### src/rtl/tccs_pkg.sv
// ----------------------------------------------------------------------------
// tccs_pkg
// Shared constants and types for the text console with cursor and scroll.
// ----------------------------------------------------------------------------
package tccs_pkg;

	localparam int NUM_COLS_DEF = 80;
	localparam int NUM_ROWS_DEF = 30;

	localparam logic [7:0] SPACE_CODE   = 8'h20;
	localparam logic [7:0] NEWLINE_CODE = 8'h0A;

	localparam logic [1:0] OP_PUT   = 2'd0;
	localparam logic [1:0] OP_CLEAR = 2'd1;
	localparam logic [1:0] OP_READ  = 2'd2;

	// sequencer commands to the datapath
	typedef struct packed {
		logic load_item;  // capture the accepted transaction
		logic calc_row;   // map logical row to physical row
		logic access;     // memory access and cursor update
		logic load_out;   // load the result register
	} cmd_t;

endpackage

### src/rtl/tccs_ctrl.sv
// ----------------------------------------------------------------------------
// tccs_ctrl
// Sequencer: accepts one transaction, steps it through the datapath and
// holds the result handshake.
// ----------------------------------------------------------------------------
module tccs_ctrl (
	input  logic           clk,
	input  logic           arst_n,
	input  logic           in_valid,
	output logic           in_stall,
	output logic           out_valid,
	input  logic           out_stall,
	output tccs_pkg::cmd_t cmd
);

	typedef enum logic [3:0] {
		S_IDLE = 4'b0001,
		S_ROW  = 4'b0010,
		S_ACC  = 4'b0100,
		S_FIN  = 4'b1000
	} state_t;

	state_t state_q;
	state_t state_d;
	logic   out_vld_q;
	logic   out_free;

	assign in_stall  = (state_q != S_IDLE);
	assign out_valid = out_vld_q;
	assign out_free  = !out_vld_q || !out_stall;

	always_comb begin
		state_d       = state_q;
		cmd.load_item = 1'b0;
		cmd.calc_row  = 1'b0;
		cmd.access    = 1'b0;
		cmd.load_out  = 1'b0;
		unique case (state_q)
			S_IDLE: begin
				if (in_valid) begin
					cmd.load_item = 1'b1;
					state_d       = S_ROW;
				end
			end
			S_ROW: begin
				cmd.calc_row = 1'b1;
				state_d      = S_ACC;
			end
			S_ACC: begin
				cmd.access = 1'b1;
				state_d    = S_FIN;
			end
			S_FIN: begin
				if (out_free) begin
					cmd.load_out = 1'b1;
					state_d      = S_IDLE;
				end
			end
			default: state_d = S_IDLE;
		endcase
	end

	always_ff @(posedge clk or negedge arst_n) begin
		if (!arst_n) begin
			state_q   <= S_IDLE;
			out_vld_q <= 1'b0;
		end else begin
			state_q <= state_d;
			if (cmd.load_out) begin
				out_vld_q <= 1'b1;
			end else if (!out_stall) begin
				out_vld_q <= 1'b0;
			end
		end
	end

endmodule

### config.mk
export PLATFORM = sky130hd
export DESIGN_NAME = tccs_ctrl
export DESIGN_NICKNAME = d
export VERILOG_FILES = /design/src/rtl/tccs_pkg.sv /design/src/rtl/tccs_ctrl.sv
export SDC_FILE = /design/constraint.sdc
export NUM_CORES = 1
export LEC_CHECK = 0
export ABC_CLOCK_PERIOD_IN_PS = 1770
export BUFFER_PORTS_ARGS = -buffer_cell sky130_fd_sc_hd__buf_2
export CAP_MARGIN = 20
export CORE_AREA = 2 2 39 41
export CTS_CLUSTER_DIAMETER = 40
export CTS_CLUSTER_SIZE = 8
export DETAILED_ROUTE_END_ITERATION = 10
export DIE_AREA = 0 0 41 43
export PLACE_DENSITY_LB_ADDON = 0.3
export SETUP_SLACK_MARGIN = 0.5
export SLEW_MARGIN = 20
export SYNTH_ARGS = -nofsm -noshare
export SYNTH_HDL_FRONTEND = slang
export SYNTH_SLANG_ARGS = --single-unit
### constraint.sdc
create_clock -name clk -period 1.77 [get_ports clk]
set_clock_uncertainty 0.05 [all_clocks]
set_input_delay 0.354 -clock clk [delete_from_list [all_inputs] [get_ports clk]]
set_output_delay 0.354 -clock clk [all_outputs]
set_load 0.01 [all_outputs]
# [Word level (Yosys, flattened, before mapping)]
# Cells that the tools add are included.
[classes] add_sub_neg=0 multipliers=0 div=0 magnitude_cmp=0 eq_ne=8 n_shift=0 n_mux=11 bitwise_logic=0 reduce_logical=4
[op_table] cell="4-bit one-hot mux with 4 select lines" count=1
[op_table] cell="1-bit two-way mux" count=8
[op_table] cell="4-bit two-way mux" count=2
[op_table] cell="4-bit by 1-bit equality test with 1-bit output (second input constant)" count=1
[op_table] cell="4-bit by 2-bit equality test with 1-bit output (second input constant)" count=1
[op_table] cell="4-bit by 3-bit equality test with 1-bit output (second input constant)" count=1
[op_table] cell="4-bit equality test (second input constant)" count=1
[op_table] cell="2-bit inequality test (second input constant)" count=2
[op_table] cell="4-bit by 1-bit inequality test with 1-bit output (second input constant)" count=1
[op_table] cell="1-bit logical NOT" count=2
[op_table] cell="2-bit by 1-bit inequality test with 1-bit output (second input constant)" count=1
[op_table] cell="2-bit AND reduction" count=1
[op_table] cell="1-bit logical OR" count=1
[word_totals] regBits=5 latch_bits=0 ram_bits=0 rom_bits=0 in_bits=4 out_inout_bits=6 word_cells=25 memories=0

# [Longest topological paths before layout]
[depth] word_depth=5 mapped_depth=3 mapped_depth_nobuf=3

# [Worst setup path before layout]
# OpenSTA, ideal clock, no wires.
[synth_timing] path_type="reg-to-output" from="register state_q[1]" to="output cmd[0] in the netlist's numbering" arrival_ns=1.149 slack_ns=0.217 path_stages_with_launch=3 n_path_buf=0 path_cell_list="dfrtp_1 or4b_1 a21oi_1"
[synth_rtl] item="start, declared" line_no="tccs_ctrl.sv:23" rtl="state_t state_q;"
[synth_rtl] item="start signal, assigned" line_no="tccs_ctrl.sv:68" rtl="state_q <= state_d;"
[synth_rtl] item="end, declared" line_no="tccs_ctrl.sv:13" rtl="output tccs_pkg::cmd_t cmd"

==> flow_results.xml <==
<?xml version="1.0" encoding="UTF-8"?>
<metrics>
  <group name="run_status">
    <metric name="status" unit="">complete, but fails checks</metric>
    <metric name="violations" unit="">setup timing</metric>
  </group>
  <group name="layout">
    <metric name="multi_input_area" unit="µm²">177.7</metric>
    <metric name="area_growth" unit="%">107.5</metric>
    <metric name="filler_cell_count" unit="">143</metric>
    <metric name="design_area" unit="µm²">519.2</metric>
    <metric name="area.sequential" unit="µm²">126.4</metric>
    <metric name="finalNonFillerCells" unit="">64</metric>
    <metric name="fraction_of_final_layout_cells_with_drive_strength_greater_than_1" unit="">0.7083</metric>
    <metric name="design.final.nets" unit="">53</metric>
    <metric name="antenna_cells_inserted" unit="">0</metric>
  </group>
  <group name="timing">
    <metric name="final-max-slew-violation-count" unit="">0</metric>
    <metric name="max_slew.worst_pin.slew" unit="ns">0.2057</metric>
    <metric name="setup-violations-final" unit="">1</metric>
    <metric name="timing.setup.tns" unit="ns">-0.03994</metric>
    <metric name="final_period_minus_worst_setup_slack" unit="ns">1.810</metric>
    <metric name="timing.final.crit_share" unit="">1.023</metric>
    <metric name="grt_setup_unrepaired" unit="">true</metric>
    <metric name="slew_headroom" unit="">0.8614</metric>
    <metric name="achievable-frequency" unit="GHz">0.5525</metric>
    <metric name="timing.final.hold_violations" unit="">0</metric>
    <metric name="post-route-worst-setup-slack" unit="ns">-0.03994</metric>
  </group>
  <group name="route">
    <metric name="detail_route_antenna_nets" unit="">0</metric>
    <metric name="detail_route.wl_per_cell" unit="µm">10.80</metric>
    <metric name="detail_route.first_pass.iterations" unit="">2</metric>
    <metric name="drt_iter0_drc" unit="">3</metric>
    <metric name="route.detailed.drc" unit="">0</metric>
    <metric name="detail_route.vias_per_cell" unit="">4.375</metric>
    <metric name="route.vias.total" unit="">280</metric>
    <metric name="drt_wl_total" unit="µm">691</metric>
  </group>
  <group name="logic_synthesis">
    <metric name="yosysWarnings" unit="">0</metric>
    <metric name="synth_nets" unit="">29</metric>
    <metric name="synthesis.instances" unit="">25</metric>
    <metric name="synth_largest_area_cell" unit="">dfrtp_1</metric>
    <metric name="yosysSeqAreaShare" unit="">0.5050</metric>
    <metric name="yosysUniqueCellTypes" unit="">16</metric>
    <metric name="postSynthAreaPerCell" unit="µm²">10.01</metric>
    <metric name="yosys_most_used_dff" unit="">dfrtp_1</metric>
    <metric name="postSynth.asyncResetShare" unit="">1.000</metric>
    <metric name="post_synth_instance_area" unit="µm²">250.2</metric>
    <metric name="synth_area_leaders" unit="">dfrtp_1 (40%), dfstp_2 (11%), and3_1 (10%), a31oi_2 (5.0%), nand2_1 (4.5%)</metric>
    <metric name="ys_seq_elements" unit="">5</metric>
    <metric name="count_of_flip_flops_with_a_built_in_enable_after_synthesis" unit="">0</metric>
    <metric name="yosys.area.top_type_share" unit="">0.4000</metric>
    <metric name="ys_top_cells_by_count" unit="">and3_1 (4), dfrtp_1 (4), nand2_1 (3)</metric>
  </group>
  <group name="placed_design">
    <metric name="io_buffer_count" unit="">9</metric>
    <metric name="place_area" unit="µm²">342.8</metric>
    <metric name="placement.setup.worst_slack" unit="ns">0.1925</metric>
    <metric name="dp.final_hpwl" unit="µm">414.9</metric>
    <metric name="dp.cells" unit="">51</metric>
    <metric name="gp_congestion" unit="">0.7332</metric>
  </group>
  <group name="floorplan">
    <metric name="fp-row-count" unit="">14</metric>
    <metric name="floorplan.die.width" unit="µm">41</metric>
    <metric name="ports" unit="">10</metric>
    <metric name="floorplan.core_area" unit="µm²">1384</metric>
    <metric name="start_util" unit="">0.1808</metric>
    <metric name="die_h" unit="µm">43</metric>
    <metric name="die_area" unit="µm²">1763</metric>
  </group>
  <group name="clocking">
    <metric name="clk_path_buf_depth" unit="">2</metric>
    <metric name="worst_skew_pair.late_latency" unit="ns">0.24</metric>
    <metric name="root_buffer" unit="">clkbuf_4</metric>
    <metric name="cts_made_buffers" unit="">3</metric>
    <metric name="h-tree-depth" unit="">1</metric>
    <metric name="cts.clk_slew.worst_paths" unit="ns">0.04</metric>
    <metric name="cts_tree" unit="">done</metric>
    <metric name="clock-sinks" unit="">5</metric>
  </group>
  <group name="min_path">
    <metric name="min_from" unit="">in_valid</metric>
    <metric name="whs_path_depth" unit="">2</metric>
    <metric name="path_type_of_the_worst_min_delay_path" unit="">in -&gt; reg</metric>
    <metric name="hold-path-endpoint" unit="">state_q[1]</metric>
  </group>
  <group name="worst_setup_path">
    <metric name="setup.worst_path.start" unit="">state_q[2]</metric>
    <metric name="cp-end-kind" unit="">output pin</metric>
    <metric name="r2r_end" unit="">state_q[0]</metric>
    <metric name="worstPathMaxFanout" unit="">2</metric>
    <metric name="reg2reg_setup_slack" unit="ns">0.46</metric>
    <metric name="setup.worst_path.class" unit="">reg -&gt; out</metric>
    <metric name="number_of_cells_traversed_by_the_worst_register_to_register_path" unit="">4</metric>
    <metric name="rr_startpoint" unit="">state_q[2]</metric>
    <metric name="cp-start-kind" unit="">flip-flop</metric>
    <metric name="crit_required" unit="ns">1.37</metric>
    <metric name="critPathArrivalTime" unit="ns">1.41</metric>
  </group>
  <group name="flow_run">
    <metric name="timing.max_cap.violations" unit="">0</metric>
  </group>
  <group name="power_and_ir_drop">
    <metric name="power.density" unit="nW/µm²">1405</metric>
    <metric name="overall_power_after_layout" unit="mW">0.7298</metric>
    <metric name="max-vdd-ir-drop" unit="V">0.0005741</metric>
    <metric name="leakage_dissipation" unit="nW">0.2592</metric>
  </group>
  <group name="grt">
    <metric name="globalRouteTotalUtil" unit="">0.08661</metric>
    <metric name="grt_max_degree" unit="">8</metric>
    <metric name="number_of_global_route_vias_before_repair" unit="">259</metric>
    <metric name="gr-total-overflow" unit="">0</metric>
    <metric name="grt_first_pass_wirelength" unit="µm">959</metric>
    <metric name="number_of_antenna_violations_at_the_first_check_in_global_routing" unit="">0</metric>
  </group>
</metrics>
## layout make-up
type                    instances  share of cell area
repair buffers                 19              0.3133
inverters                       1             0.01205
flip-flops and latches          5              0.2434
multi-input cells              19              0.3422
well taps                      16             0.03855
clock buffers                   4             0.05060
## per-layer routing
| layer | global-route usage | wire length, µm | vias to the layer above |
|---|---|---|---|
| met4 | 0.1000 | 12 | 0 |
| met3 | 0.03141 | 33 | 2 |
| li1 | - | - | 137 |
| met2 | 0.1000 | 313 | 11 |
| met1 | 0.1071 | 331 | 130 |
| met5 | 0 | 0 | - |
## flip-flops by register name, summed over array words and instances (netlist names)
signal	count
state_q	4
out_valid	1
## kinds of logic after synthesis
group           Yosys count  share of synthesized area
simple gates             16                     0.3900
flops                     5                     0.5050
compound gates            3                    0.08995
buf+inv                   1                    0.01499
## layout by cell type, fill, tap and decap left out, drive strengths merged, types with 2 or more instances in the layout
| cell type | instances |
|---|---|
| clkbuf | 4 |
| and3 | 4 |
| dfrtp | 4 |
| nand2 | 3 |
| nor2 | 2 |
| nor2b | 2 |
| buf | 18 |
## metrics by stage
step                utilization  hold slack, ns
finish                   0.3752          0.3127
global route             0.3752          0.3206
CTS                      0.3165          0.3056
detailed placement       0.2477          0.1265
global placement         0.2477          0.1256
floorplan                     -        0.008409
## where the power goes
group | switching (mW) | internal (mW) | total [mW]
combinational | 0.160 | 0.261 | 0.422
clock | 0.0479 | 0.0853 | 0.133
sequential | 0.0258 | 0.149 | 0.175
total | 0.234 | 0.496 | 0.730
## critical path, stage by stage, from the launching register on
cell and delay, ns:
dfrtp_1 0.37, or4b_4 0.56, a21oi_4 0.13, buf_6 0.11
## how the worst max path moves through the flow
stage / endpoint
global route: cmd[0]
finish: cmd[0]
floorplan: cmd[0]
CTS: cmd[0]
global placement: cmd[0]
detailed placement: cmd[0]
## timing repair
action,4_1_cts,5_1_grt
hold buffers,1,0
endpoints found under the hold margin,4,0
pin swaps,3,3
endpoints found under the setup margin,6,6
setup buffers,3,5
gates resized for setup,10,9
No activity file was read; power rests on OpenSTA's default activity.
